## src/hw/rtl/utf16nl_pkg.sv

```systemverilog
// ----------------------------------------------------------------------------
// utf16nl_pkg
// types, constants and helpers shared by the utf-16 newline converter
// ----------------------------------------------------------------------------
package utf16nl_pkg;

  // newline style codes, code three means no rewriting
  localparam logic [1:0] NL_UNIX = 2'd0;
  localparam logic [1:0] NL_MAC  = 2'd1;
  localparam logic [1:0] NL_WIN  = 2'd2;

  // configuration register indexes
  localparam logic [1:0] REG_SRC_NEWLINE = 2'd0;
  localparam logic [1:0] REG_DST_NEWLINE = 2'd1;
  localparam logic [1:0] REG_SWAP_BYTES  = 2'd2;

  localparam logic [7:0]  BOM_FIRST  = 8'hFE;
  localparam logic [7:0]  BOM_SECOND = 8'hFF;
  localparam logic [15:0] CODE_CR    = 16'h000D;
  localparam logic [15:0] CODE_LF    = 16'h000A;

  typedef struct packed {
    logic [7:0] first;
    logic [7:0] second;
  } unit_t;

  typedef struct packed {
    logic [7:0] first_byte;
    logic [7:0] second_byte;
    logic       end_of_stream;
  } in_item_t;

  typedef struct packed {
    unit_t u;
    logic  last;
  } result_t;

  typedef struct packed {
    logic [1:0] count;
    result_t    r0;
    result_t    r1;
  } result_pair_t;

  typedef struct packed {
    logic mark_seen;
    logic big_endian;
    logic pending_cr;
  } conv_state_t;

  typedef struct packed {
    logic [1:0] src_newline;
    logic [1:0] dst_newline;
    logic       swap_bytes;
  } cfg_t;

  // stream-order bytes, exchanged when swapping
  function automatic unit_t emit_bytes(logic [7:0] b0, logic [7:0] b1, logic swap);
    unit_t u;
    u.first  = swap ? b1 : b0;
    u.second = swap ? b0 : b1;
    return u;
  endfunction

  // a code point laid out in the stream's byte order
  function automatic unit_t emit_code(logic [15:0] code, logic big_endian, logic swap);
    unit_t u;
    if (big_endian) begin
      u = emit_bytes(code[15:8], code[7:0], swap);
    end else begin
      u = emit_bytes(code[7:0], code[15:8], swap);
    end
    return u;
  endfunction

endpackage

```

## src/hw/rtl/utf16nl_in_reg.sv

```systemverilog
// ----------------------------------------------------------------------------
// utf16nl_in_reg
// input register, takes a new unit whenever the held one moves on
// ----------------------------------------------------------------------------
module utf16nl_in_reg (
  input  logic                  clk_i,
  input  logic                  rst_ni,
  input  logic                  s_valid_i,
  output logic                  s_ready_o,
  input  utf16nl_pkg::in_item_t s_item_i,
  input  logic                  move_i,
  output logic                  valid_o,
  output utf16nl_pkg::in_item_t item_o
);
  import utf16nl_pkg::*;

  logic     valid_q, valid_d;
  in_item_t item_q;
  logic     take;

  assign s_ready_o = !valid_q || move_i;
  assign take      = s_valid_i && s_ready_o;

  always_comb begin
    valid_d = valid_q;
    if (take) begin
      valid_d = 1'b1;
    end else if (move_i) begin
      valid_d = 1'b0;
    end
  end

  always_ff @(posedge clk_i or negedge rst_ni) begin
    if (!rst_ni) begin
      valid_q <= 1'b0;
    end else begin
      valid_q <= valid_d;
    end
  end

  always_ff @(posedge clk_i) begin
    if (take) begin
      item_q <= s_item_i;
    end
  end

  assign valid_o = valid_q;
  assign item_o  = item_q;

endmodule

```

## src/hw/rtl/utf16nl_decode.sv

```systemverilog
// ----------------------------------------------------------------------------
// utf16nl_decode
// newline rewrite for one unit: up to two results and the next state
// ----------------------------------------------------------------------------
module utf16nl_decode (
  input  utf16nl_pkg::in_item_t     item_i,
  input  utf16nl_pkg::conv_state_t  state_i,
  input  utf16nl_pkg::cfg_t         cfg_i,
  output utf16nl_pkg::result_pair_t res_o,
  output utf16nl_pkg::conv_state_t  state_o
);
  import utf16nl_pkg::*;

  logic [15:0] code;
  logic        is_cr, is_lf, conv, pend, eos;
  logic [1:0]  n;
  unit_t       u0, u1, raw;

  assign eos   = item_i.end_of_stream;
  assign code  = state_i.big_endian ? {item_i.first_byte, item_i.second_byte}
                                    : {item_i.second_byte, item_i.first_byte};
  assign is_cr = (code == CODE_CR);
  assign is_lf = (code == CODE_LF);
  assign conv  = (cfg_i.src_newline != cfg_i.dst_newline) &&
                 (cfg_i.src_newline != 2'd3) && (cfg_i.dst_newline != 2'd3);
  assign raw   = emit_bytes(item_i.first_byte, item_i.second_byte, cfg_i.swap_bytes);

  always_comb begin
    unit_t cr_u, lf_u;
    cr_u = emit_code(CODE_CR, state_i.big_endian, cfg_i.swap_bytes);
    lf_u = emit_code(CODE_LF, state_i.big_endian, cfg_i.swap_bytes);
    n    = 2'd1;
    u0   = raw;
    u1   = raw;
    pend = 1'b0;
    if (!state_i.mark_seen) begin
      n = 2'd1;
    end else if (state_i.pending_cr) begin
      if (is_lf) begin
        if (cfg_i.dst_newline == NL_UNIX) begin
          u0 = lf_u;
        end else if (cfg_i.dst_newline == NL_MAC) begin
          u0 = cr_u;
        end else begin
          n  = 2'd2;
          u0 = cr_u;
          u1 = lf_u;
        end
      end else begin
        u0 = cr_u;
        if (is_cr && !eos) begin
          pend = 1'b1;
        end else begin
          n = 2'd2;
        end
      end
    end else if (conv && cfg_i.src_newline == NL_MAC && is_cr) begin
      if (cfg_i.dst_newline == NL_UNIX) begin
        u0 = lf_u;
      end else begin
        n  = 2'd2;
        u0 = cr_u;
        u1 = lf_u;
      end
    end else if (conv && cfg_i.src_newline == NL_UNIX && is_lf) begin
      u0 = cr_u;
      if (cfg_i.dst_newline == NL_WIN) begin
        n  = 2'd2;
        u1 = lf_u;
      end
    end else if (conv && cfg_i.src_newline == NL_WIN && is_cr) begin
      // windows cr waits for the next unit unless the stream ends here
      u0 = cr_u;
      if (eos) begin
        n = 2'd1;
      end else begin
        n    = 2'd0;
        pend = 1'b1;
      end
    end
  end

  always_comb begin
    res_o.count   = n;
    res_o.r0.u    = u0;
    res_o.r0.last = (n == 2'd1);
    res_o.r1.u    = u1;
    res_o.r1.last = 1'b1;
  end

  always_comb begin
    state_o.mark_seen  = !eos;
    state_o.big_endian = state_i.mark_seen ? state_i.big_endian
                         : (item_i.first_byte == BOM_FIRST &&
                            item_i.second_byte == BOM_SECOND);
    state_o.pending_cr = pend && !eos;
  end

endmodule

```

## src/hw/rtl/utf16nl_out_buf.sv

```systemverilog
// ----------------------------------------------------------------------------
// utf16nl_out_buf
// two-entry result buffer that drains one result per transfer
// ----------------------------------------------------------------------------
module utf16nl_out_buf (
  input  logic                      clk_i,
  input  logic                      rst_ni,
  input  logic                      load_i,
  input  utf16nl_pkg::result_pair_t res_i,
  output logic                      free_o,
  output logic                      m_valid_o,
  input  logic                      m_ready_i,
  output utf16nl_pkg::result_t      m_res_o
);
  import utf16nl_pkg::*;

  logic [1:0] count_q, count_d;
  result_t    slot0_q, slot0_d, slot1_q, slot1_d;
  logic       pop;

  assign pop    = (count_q != 2'd0) && m_ready_i;
  // empty after this cycle's transfer
  assign free_o = (count_q == 2'd0) || (count_q == 2'd1 && m_ready_i);

  always_comb begin
    count_d = count_q;
    slot0_d = slot0_q;
    slot1_d = slot1_q;
    if (load_i) begin
      count_d = res_i.count;
      slot0_d = res_i.r0;
      slot1_d = res_i.r1;
    end else if (pop) begin
      count_d = count_q - 2'd1;
      slot0_d = slot1_q;
    end
  end

  always_ff @(posedge clk_i or negedge rst_ni) begin
    if (!rst_ni) begin
      count_q <= 2'd0;
    end else begin
      count_q <= count_d;
    end
  end

  always_ff @(posedge clk_i) begin
    slot0_q <= slot0_d;
    slot1_q <= slot1_d;
  end

  assign m_valid_o = (count_q != 2'd0);
  assign m_res_o   = slot0_q;

endmodule

```

## src/hw/rtl/utf16_newline_converter.sv

```systemverilog
// ----------------------------------------------------------------------------
// utf16_newline_converter
// utf-16 stream pass-through with byte order detection and newline rewrite
// ----------------------------------------------------------------------------
// usage: s_axis carries one code unit per transfer, tlast marks the end of a
//   stream; the first unit of each stream is the byte order mark (fe ff
//   selects big endian, anything else little endian) and is passed on.
//   m_axis returns zero, one or two units per input unit; tlast is set on
//   the final result caused by an input unit.
//   the cfg channel writes src_newline, dst_newline and swap_bytes by
//   index; it is always ready and should be used only while idle.
// flow: an accepted unit is held in the input register, then the rewrite
//   logic loads its results into a two-entry output buffer that feeds m_axis.
//   one unit per cycle while each makes at most one result and m_axis_tready
//   stays high; a unit that makes two holds back the next, since the single
//   output port drains the buffer one result per cycle. a windows cr is held
//   and makes no result until the next unit decides.
// reset: clears all valid flags, the byte order and held-cr state, and the
//   registers to style unix / no swap.
// stall: while m_axis_tready is low the buffer holds, the input register
//   fills, and s_axis_tready drops; nothing is lost.
// ----------------------------------------------------------------------------
module utf16_newline_converter (
  input  logic        clk_i,
  input  logic        rst_ni,
  input  logic        s_axis_tvalid,
  output logic        s_axis_tready,
  input  logic [15:0] s_axis_tdata,  // first_byte [7:0], second_byte [15:8]
  input  logic        s_axis_tlast,  // end_of_stream
  output logic        m_axis_tvalid,
  input  logic        m_axis_tready,
  output logic [15:0] m_axis_tdata,  // out_first_byte [7:0], out_second_byte [15:8]
  output logic        m_axis_tlast,  // last_of_run
  input  logic        cfg_valid_i,
  output logic        cfg_ready_o,
  input  logic [1:0]  cfg_index_i,
  input  logic [1:0]  cfg_data_i
);
  import utf16nl_pkg::*;

  in_item_t     s_item, held_item;
  logic         held_valid, move, buf_free;
  conv_state_t  state_q, state_d;
  cfg_t         cfg_q, cfg_d;
  result_pair_t res;
  result_t      m_res;

  assign s_item.first_byte    = s_axis_tdata[7:0];
  assign s_item.second_byte   = s_axis_tdata[15:8];
  assign s_item.end_of_stream = s_axis_tlast;

  utf16nl_in_reg u_in_reg (
    .clk_i     (clk_i),
    .rst_ni    (rst_ni),
    .s_valid_i (s_axis_tvalid),
    .s_ready_o (s_axis_tready),
    .s_item_i  (s_item),
    .move_i    (move),
    .valid_o   (held_valid),
    .item_o    (held_item)
  );

  // a unit moves on once the buffer is drained, whatever it produces
  assign move = held_valid && buf_free;

  utf16nl_decode u_decode (
    .item_i  (held_item),
    .state_i (state_q),
    .cfg_i   (cfg_q),
    .res_o   (res),
    .state_o (state_d)
  );

  utf16nl_out_buf u_out_buf (
    .clk_i     (clk_i),
    .rst_ni    (rst_ni),
    .load_i    (move),
    .res_i     (res),
    .free_o    (buf_free),
    .m_valid_o (m_axis_tvalid),
    .m_ready_i (m_axis_tready),
    .m_res_o   (m_res)
  );

  assign m_axis_tdata = {m_res.u.second, m_res.u.first};
  assign m_axis_tlast = m_res.last;

  // configuration registers, unknown indexes are dropped
  assign cfg_ready_o = 1'b1;

  always_comb begin
    cfg_d = cfg_q;
    if (cfg_valid_i) begin
      unique case (cfg_index_i)
        REG_SRC_NEWLINE: cfg_d.src_newline = cfg_data_i;
        REG_DST_NEWLINE: cfg_d.dst_newline = cfg_data_i;
        REG_SWAP_BYTES:  cfg_d.swap_bytes  = cfg_data_i[0];
        default:         cfg_d = cfg_q;
      endcase
    end
  end

  always_ff @(posedge clk_i or negedge rst_ni) begin
    if (!rst_ni) begin
      cfg_q   <= '0;
      state_q <= '0;
    end else begin
      cfg_q <= cfg_d;
      if (move) begin
        state_q <= state_d;
      end
    end
  end

endmodule

```

## config.mk

```make
export PLATFORM = sky130hd
export DESIGN_NAME = utf16_newline_converter
export DESIGN_NICKNAME = d
export VERILOG_FILES = /design/src/hw/rtl/utf16nl_pkg.sv /design/src/hw/rtl/utf16nl_in_reg.sv /design/src/hw/rtl/utf16nl_decode.sv /design/src/hw/rtl/utf16nl_out_buf.sv /design/src/hw/rtl/utf16_newline_converter.sv
export SDC_FILE = /design/constraint.sdc
export NUM_CORES = 1
export LEC_CHECK = 0
export ABC_AREA = 1
export ABC_CLOCK_PERIOD_IN_PS = 4000
export BUFFER_PORTS_ARGS = -buffer_cell sky130_fd_sc_hd__buf_2
export CAP_MARGIN = 25
export CORE_MARGIN = 3
export CORE_UTILIZATION = 39
export CTS_BUF_LIST = sky130_fd_sc_hd__clkbuf_4 sky130_fd_sc_hd__clkbuf_8 sky130_fd_sc_hd__clkbuf_16
export DETAILED_ROUTE_END_ITERATION = 12
export HOLD_SLACK_MARGIN = 0.15
export SETUP_SLACK_MARGIN = 0.05
export SYNTH_ARGS = -nofsm -noshare
export SYNTH_HDL_FRONTEND = slang
export SYNTH_SLANG_ARGS = --single-unit
export TNS_END_PERCENT = 10
```

## constraint.sdc

```tcl
create_clock -name clk_i -period 4 [get_ports clk_i]
set_input_delay 0.4 -clock clk_i [delete_from_list [all_inputs] [get_ports clk_i]]
set_output_delay 0.4 -clock clk_i [all_outputs]
set_load 0.1 [all_outputs]
```

==> impl_metrics.toml, run 1 <==
[floorplan]
core_area_um2 = 7930
die_x_um = 97.8
rows = 32
io_pins = 46
die_area_um2 = 9560
dieHeight_um = 97.8
start_util = 0.414

[global_route]
grt_pass1_wl_um = 11400
track_usage = 0.149
grt_overflow = 0
antenna_found_initial = 0
grt_max_degree = 42
grt_pass1_vias = 2427

[run]
cap_violations = 0

[sta]
rsz0062_at_grt = "false"
fmax_mhz = 413
finalSetupViolCount = 0
worst_pin_slew_ns = 0.862
clock_skew_ns = 0.00851
slew_headroom = 0.425
fin_crit_ns = 2.42
timing.final.crit_share = 0.605
hold_violations = 0
slew_violations = 0
finalSetupTns_ns = 0

[yosys]
yosysMostFrequentCell = "nand2_1"
ys_top_cells_by_count = "nand2_1, edfxtp_1, inv_1, o21ai_0, nor2_1"
synth_top_family_by_area = "simple AND/OR/NAND/NOR gates"
ys_top_cells_by_area = "edfxtp_1, nand2_1, dfrtp_1, o21ai_0, inv_1"
synth_flop_cell = "edfxtp_1"
synth-compound-area-share = 0.109
synth-edff-count = 50
yosys.area_share.simple = 0.267
netlist_area_um2 = 3280
yosysTopAreaCellShare = 0.457
synth.avg_cell_area_um2 = 8.59
synth-seq-cells = 61
ys_seq_area_frac = 0.541
synthAdderAreaFrac = 0.00762
post_synth_mux_area_share = 0
ys_async_sr_fraction = 0.180
synth_xor_xnor_area_share = 0
yosys.cell_types.count = 35
synth_nets = 410
ys_warn_count = 0
syn_inst = 382
yosysTopAreaCell = "edfxtp_1"

[clocking]
cts_tree = "built"
clockBufferDepth = 2
htreeDepth = 3
clk_pin_slew_ns = 0.07
cts_setup_buffers = 0
cts_made_buffers = 9
cts_sinks = 61
root_buffer = "clkbuf_8"
clkLatencyLatePin_ns = 0.34

[routing]
route.vias.total = 2581
drc = 0
drt-pass1-iter-count = 4
wl_per_cell_um = 12.7
ant_nets = 0
via_per_inst = 4.84
drt_iter0_drc = 123
wl_um = 6770

[cells_and_area]
diodes = 0
syn_to_final_growth_pct = 16.0
nFillCells = 785
final_util = 0.480
nets = 454
layout-drive-gt1-share = 0.204

[placement]
gp_congestion = 0.871
numPortBuffers = 44
dpl.hpwl_um = 4970

[power]
p_leak_uw = 0.00164
peakVddDrop_uv = 329
p_per_area_nw_per_um2 = 862

[setup_path]
critPathCaptureType = "flop"
worst_path_most_repeated_cell = "a21oi_1"
worst_path_max_delay_cell = "clkinv_1"
cp.required_ns = 4.08
crit_path_max_incr_delay_ns = 0.53
cp_max_fo = 41
crit_path_cell_trace = "inv_1 -> ha_1 -> a21oi_1 -> nor2_2 -> buf_4 -> clkinv_1 -> a21oi_1 -> a21oi_1"
crit_type = "flop to flop"
cp.arrival_ns = 2.51
cp-start-kind = "flop"

[status]
status = "complete, no violations"

[hold_path]
worstHoldPathType = "primary input to flop"
## layer usage
layer,vias up,wire [µm],track usage
li1,1352,-,-
met1,1147,3340,0.210
met2,74,2910,0.211
met3,8,399,0.0443
met4,0,116,0.0703
met5,-,0,0
## logic make-up (layout without fill, tap and decap cells)
logic type               count (synthesis)  after routing
adder cells (fa/ha/maj)                  2              2
buffers and inverters                   60            109
flip-flops                              61             61
AO/OA/AOI/OAI                           66             66
AND/OR/NAND/NOR                        192            192
other                                    1              1
## flip-flops by register name, indices dropped and copies added, names as in the netlist
signal,flops
u_in_reg.item_o,17
u_out_buf.m_res_o,17
u_out_buf.slot1_q,16
cfg_q,5
state_q,3
u_out_buf.count_q,2
u_in_reg.valid_o,1
## critical path: cells and delay by family, from the launching register on
kind                     cells  cell delay [ns]
buffers and inverters        3             0.98
AO/OA/AOI/OAI                3             0.46
flip-flops                   1             0.40
AND/OR/NAND/NOR              1             0.08
adder cells (fa/ha/maj)      1             0.21
## final cells by class
| cell class | count | area, µm² | area share |
|---|---|---|---|
| timing repair buffer | 46 | 238 | 0.0624 |
| sequential | 61 | 1780 | 0.466 |
| clock inverter | 6 | 87.6 | 0.0230 |
| clock buffer | 10 | 131 | 0.0345 |
| inverter | 47 | 181 | 0.0476 |
| multi-input combinational | 261 | 1270 | 0.332 |
| tap | 102 | 128 | 0.0335 |
## placed cells by master (no fill, tap or decap), drive strengths merged, types with 8 or more instances in the layout
cell type,n
buf,45
nor2,41
nand4,8
o21ai,47
edfxtp,50
dfrtp,11
nand3,17
inv,45
nand2,116
clkbuf,10
a21oi,15
## metrics by stage
step                      power, µW  setup slack (ns)  area (µm²)  hold WS, ns  instances
after CTS                      3310              1.55        3810        0.212        533
final                          3280              1.58        3810        0.231        533
after global routing           3490              1.32        3810        0.208        533
after detailed placement       2700              1.55        3580        0.293        516
after global placement         2690              1.65        3580        0.295        516
after floorplan                2430              1.73        3280        0.104        382
## final timing paths
check | startpoint | end | slack, ns | cells after the start
worst min register to register | cfg_q[3] | cfg_q[3] | 0.52 | 2
max in group asynchronous | rst_ni | cfg_q[1] | 3.31 | 2
min in group asynchronous | rst_ni | u_out_buf.count_q[0] | 0.47 | 2
worst max register to register | u_out_buf.count_q[0] | u_out_buf.m_res_o[10] | 1.58 | 8
worst min-delay path | s_axis_tdata[12] | u_in_reg.item_o[5] | 0.23 | 1
worst max-delay path | u_out_buf.count_q[0] | u_out_buf.m_res_o[10] | 1.58 | 8
## power by group
| group | internal [µW] | switching [µW] |
|---|---|---|
| Clock | 356 | 244 |
| Combinational | 274 | 1280 |
| Sequential | 1020 | 110 |
| Total | 1650 | 1630 |
## repair_timing
action | in CTS | in global routing
gates resized for setup | 0 | 0
hold buffers | 1 | 0
hold endpoints to repair | 11 | 0
endpoints found under the setup margin | 0 | 0
(Power assumes the default switching activity.)
==> inputs of run 2 (changes only) <==
--- a/config.mk
+++ b/config.mk
@@ -5,8 +5,8 @@
 export SDC_FILE = /design/constraint.sdc
 export NUM_CORES = 1
 export LEC_CHECK = 0
-export ABC_AREA = 1
-export ABC_CLOCK_PERIOD_IN_PS = 4000
+export ABC_AREA = 0
+export ABC_CLOCK_PERIOD_IN_PS = 2100
 export BUFFER_PORTS_ARGS = -buffer_cell sky130_fd_sc_hd__buf_2
 export CAP_MARGIN = 25
 export CORE_MARGIN = 3
==> constraint.sdc (replaced) <==
create_clock -name clk_i -period 2.1 [get_ports clk_i]
set_input_delay 0.21 -clock clk_i [delete_from_list [all_inputs] [get_ports clk_i]]
set_output_delay 0.21 -clock clk_i [all_outputs]
set_load 0.1 [all_outputs]
==> run 2 against run 1 <==
The run now ends with setup timing left. Critical endpoint is now u_out_buf.m_res_o[9]. Sequential power grew 88%. Cell area is 20% higher. Largest cell class unchanged. Count of clock-buffer cells in the layout is the same. Core utilization increased by 9.7 points. Critical path type unchanged.
==> impl_metrics.toml, run 2 <==
[global_route]
track_usage = 0.184
grt_overflow = 0
grt_pass1_vias = 2754
grt_pass1_wl_um = 13900
grt_max_degree = 27
antenna_found_initial = 0

[routing]
drt-pass1-iter-count = 6
via_per_inst = 5.35
wl_per_cell_um = 16.7
drt_iter0_drc = 158
route.vias.total = 2729
drc = 0
ant_nets = 0
wl_um = 8510

[cells_and_area]
final_util = 0.578
layout-drive-gt1-share = 0.429
diodes = 0
mostFrequentLayoutCells = "buf_4, edfxtp_1, buf_2"
nets = 431
syn_to_final_growth_pct = 40.6
final_common_cell = "buf_4"

[status]
violations = "setup timing"
status = "finished with violations"

[hold_path]
worstHoldPathType = "primary input to flop"

[yosys]
synth-edff-count = 50
ys_seq_area_frac = 0.546
yosysTopAreaCellShare = 0.461
synth.avg_cell_area_um2 = 11.6
ys_top_cells_by_count = "edfxtp_1, nand2_1, mux2_2, o21ai_0, nand3_1"
ys_warn_count = 0
syn_inst = 281
synth_nets = 309
netlist_area_um2 = 3260
synth_flop_cell = "edfxtp_1"
ys_async_sr_fraction = 0.180
ys_top_cells_by_area = "edfxtp_1, dfrtp_1, mux2_2, o21ai_0, nand2_1"
yosysMostFrequentCell = "edfxtp_1"
synth-seq-cells = 61
yosys.cell_types.count = 56
yosysTopAreaCell = "edfxtp_1"

[sta]
fin_ws_ns = -0.213
clock_skew_ns = 0.00652
rsz0062_at_grt = "true"
hold_violations = 0
slew_violations = 0
finalSetupTns_ns = -2.53
fin_crit_ns = 2.31
timing.final.crit_share = 1.10
finalSetupViolCount = 19
slew_headroom = 0.498
worst_pin_slew_ns = 0.752
fmax_mhz = 432

[setup_path]
critPathCaptureType = "flop"
cp-start-kind = "flop"
cp.arrival_ns = 2.39
crit_type = "flop to flop"
cp_max_fo = 3
cp.required_ns = 2.18

[placement]
gp_congestion = 0.934
dpl.hpwl_um = 6130
numPortBuffers = 44
place_ws_ns = -0.313

[power]
p_per_area_nw_per_um2 = 1480
p_total_uw = 6800
p_leak_uw = 0.00182
peakVddDrop_uv = 643

[clocking]
cts_made_buffers = 9
cts_tree = "built"
htreeDepth = 3
root_buffer = "clkbuf_8"
cts_sinks = 61
clk_pin_slew_ns = 0.07
clockBufferDepth = 2
clkLatencyLatePin_ns = 0.34

[floorplan]
io_pins = 46
start_util = 0.411
rows = 32
core_area_um2 = 7930
die_x_um = 97.4
die_area_um2 = 9480
dieHeight_um = 97.4

[run]
cap_violations = 0
[run 2: area by class of cell]
| class | instances | area, µm² |
|---|---|---|
| clock buffers | 10 | 131 |
| clock inverters | 6 | 87.6 |
| fillers | 663 | 3350 |
| inverters | 10 | 37.5 |
| multi-input cells | 195 | 1520 |
| flip-flops and latches | 61 | 1780 |
| well taps | 102 | 128 |
| repair buffers | 126 | 903 |
[run 2: per-layer routing]
metal / routed length [µm] / vias up / global-route usage / part of all wire
met1: 3990 / 1327 / 0.253 / 0.47
met2: 4090 / 51 / 0.288 / 0.48
met5: 0 / - / 0 / 0
li1: - / 1339 / - / -
met3: 269 / 12 / 0.0424 / 0.032
met4: 156 / 0 / 0.0575 / 0.018
[run 2: kinds of logic (layout without fill, tap and decap cells)]
family / count (synthesis) / in the layout / synth area share
simple gates: 90 / 90 / 0.154
compound gates: 71 / 71 / 0.157
flops: 61 / 61 / 0.546
mux: 28 / 28 / 0.0941
buf+inv: 25 / 152 / 0.0327
xor+xnor: 3 / 3 / 0.00807
fa+ha+maj: 2 / 2 / 0.00768
other cells: 1 / 1 / 0.00115
[run 2: path summary, 6_finish.rpt]
kind                            depth (start not counted)                    to          startpoint  slack (ns)
worst max register to register                          5  u_out_buf.m_res_o[9]  u_in_reg.item_o[9]       -0.21
worst min-delay path                                    4      u_in_reg.valid_o       m_axis_tready        0.21
worst max-delay path                                    5  u_out_buf.m_res_o[9]  u_in_reg.item_o[9]       -0.21
worst min register to register                          1            state_q[2]  u_in_reg.item_o[0]        0.51
min in group asynchronous                               2  u_out_buf.count_q[1]              rst_ni        0.28
max in group asynchronous                               2            state_q[2]              rst_ni        1.60
[run 2: power by group]
group / total, µW / leakage, µW / internal, µW / switching (µW)
sequential: 2120 / 0.000612 / 1930 / 192
combinational: 3520 / 0.00111 / 960 / 2560
clock: 1160 / 0.000102 / 679 / 482
[run 2: repair_timing]
action	CTS	global route
hold buffers	21	0
resized for setup	3	37
endpoints found under the setup margin	25	26
setup buffers	2	1
pin swaps	5	10
cloned	0	0
hold endpoints to repair	34	0
[run 2: metrics by stage]
step / area [µm²] / hold slack [ns] / instances
floorplan: 3260 / -0.0856 / 281
global placement: 3970 / 0.106 / 470
detailed placement: 3970 / 0.108 / 470
CTS: 4440 / 0.205 / 509
global route: 4580 / 0.249 / 510
finish: 4580 / 0.211 / 510
[run 2: critical path, stage by stage (launching register included)]
cell and delay [ns]:
edfxtp_1 0.39, or4b_4 0.58, a2111o_1 0.45, a2111o_1 0.45, o211ai_1 0.11, a21oi_1 0.08
==> inputs of run 3 (changes only) <==
--- a/config.mk
+++ b/config.mk
@@ -7,7 +7,7 @@
 export LEC_CHECK = 0
 export ABC_AREA = 0
 export ABC_CLOCK_PERIOD_IN_PS = 2100
-export BUFFER_PORTS_ARGS = -buffer_cell sky130_fd_sc_hd__buf_2
+export BUFFER_PORTS_ARGS = -buffer_cell sky130_fd_sc_hd__clkbuf_2
 export CAP_MARGIN = 25
 export CORE_MARGIN = 3
 export CORE_UTILIZATION = 39
==> run 3 against run 2 <==
The flow still finishes with violations (setup timing). Sequential power about the same. Total power fell by 0.74%. Die area unchanged. Worst hold slack better by 0.022 ns. Maximum frequency grew 0.23%. Via count is 0.73% higher. Count of clock-buffer cells in the layout unchanged. Sequential share of layout area up 0.41 points. Cell area decreased by 1.0%. Final cell count unchanged. Non-clock buffer count did not move. Core utilization fell by 0.60 points. Largest cell class unchanged.
==> impl_metrics.toml, run 3 (synthesis gave the netlist of run 2 again) <==
[routing]
wl_met2_um = 3990
route.vias.total = 2749
wl_per_cell_um = 16.5
drt-pass1-iter-count = 4
drt_iter0_drc = 157
drt-met1-wl_um = 3930
highest_layer = "met4"
wl_met3_um = 349
drc = 0
wl_um = 8420
via_per_inst = 5.39
ant_nets = 0

[clocking]
cts_tree = "built"
htreeDepth = 3
clk_pin_slew_ns = 0.07
cts_made_buffers = 9
clockBufferDepth = 2
root_buffer = "clkbuf_8"
clkLatencyLatePin_ns = 0.35
cts_sinks = 61

[floorplan]
dieHeight_um = 97.4
io_pins = 46
rows = 32
core_area_um2 = 7930
die_x_um = 97.4
start_util = 0.411
die_area_um2 = 9480

[setup_path]
crit_type = "flop to flop"
cp-start-kind = "flop"
cp.required_ns = 2.19
cp.arrival_ns = 2.40
cp_max_fo = 4
critPathCaptureType = "flop"

[cells_and_area]
diodes = 0
mostFrequentLayoutCells = "buf_4, edfxtp_1, clkbuf_2"
final_common_cell = "buf_4"
nets = 431
layout-drive-gt1-share = 0.414
final_area_um2 = 4530
syn_to_final_growth_pct = 39.1

[sta]
whs_ns = 0.232
slew_headroom = 0.519
finalSetupViolCount = 17
timing.final.crit_share = 1.10
slew_violations = 0
fmax_mhz = 433
clock_skew_ns = 0.0105
rsz0062_at_grt = "true"
fin_ws_ns = -0.208
finalSetupTns_ns = -2.29
worst_pin_slew_ns = 0.722
fin_crit_ns = 2.31
hold_violations = 0

[status]
violations = "setup timing"
status = "finished with violations"

[global_route]
antenna_found_initial = 0
grt_pass1_vias = 2736
track_usage = 0.185
grt_max_degree = 27
grt_overflow = 0
grt_pass1_wl_um = 13900

[power]
p_per_area_nw_per_um2 = 1490
peakVddDrop_uv = 743
p_leak_uw = 0.00182

[placement]
numPortBuffers = 44
place_area_um2 = 3980
dpl.hpwl_um = 6020
gp_congestion = 0.878

[run]
cap_violations = 0

[hold_path]
worstHoldPathType = "primary input to flop"
-- run 3: cell types whose count changed in the layout (fill, tap and decap cells not counted), sizes merged --
cell	previous run	this run
buf	105	61
clkbuf	10	54
clkinvlp	3	0
clkinv	1	4
-- run 3: path summary, 6_finish.rpt --
path,from,endpoint,slack [ns],cells after the start
min in group asynchronous,rst_ni,u_out_buf.count_q[0],0.28,2
max reg2reg,u_in_reg.item_o[11],u_out_buf.m_res_o[10],-0.21,7
max in group asynchronous,rst_ni,state_q[1],1.58,2
max,u_in_reg.item_o[11],u_out_buf.m_res_o[10],-0.21,7
min,cfg_index_i[1],cfg_q[0],0.23,3
min reg2reg,u_in_reg.item_o[0],state_q[2],0.51,1
-- run 3: final cells by class --
cell class | count | area, µm²
fillers | 685 | 3400
clock buffers | 10 | 131
multi-input cells | 195 | 1470
inverters | 10 | 37.5
repair buffers | 126 | 900
well taps | 102 | 128
clock inverters | 6 | 87.6
flip-flops and latches | 61 | 1780
-- run 3: report_power, final --
part	internal, µW	switching, µW	total (µW)
clock network	681	482	1160
registers	1930	189	2120
logic	932	2540	3470
-- run 3: layer usage --
metal / up-vias / global-route usage
met5: - / 0
met4: 0 / 0.0692
met3: 14 / 0.0388
met2: 73 / 0.295
met1: 1321 / 0.248
li1: 1341 / -
-- run 3: repair_timing --
item / 4_1_cts / 5_1_grt
setup buffers: 2 / 0
hold endpoints to repair: 34 / 0
gates cloned: 0 / 0
setup endpoints to repair: 24 / 26
resized for setup: 9 / 22
hold buffers: 21 / 0
pin swaps: 11 / 8
-- run 3: worst max-delay path, stage by stage (launching register included) --
cell	delay, ns
edfxtp_1	0.38
or4b_4	0.57
buf_6	0.14
a2111oi_4	0.41
buf_4	0.18
nand4_1	0.10
a32oi_1	0.19
o31ai_1	0.08
-- run 3: stage by stage --
stage	utilization	worst slack (ns)	instances	power, µW
floorplan	-	-0.304	281	4630
global placement	0.502	-0.307	471	5440
detailed placement	0.502	-0.301	471	5470
CTS	0.563	-0.261	510	6700
global route	0.572	-0.351	510	7100
finish	0.572	-0.208	510	6750
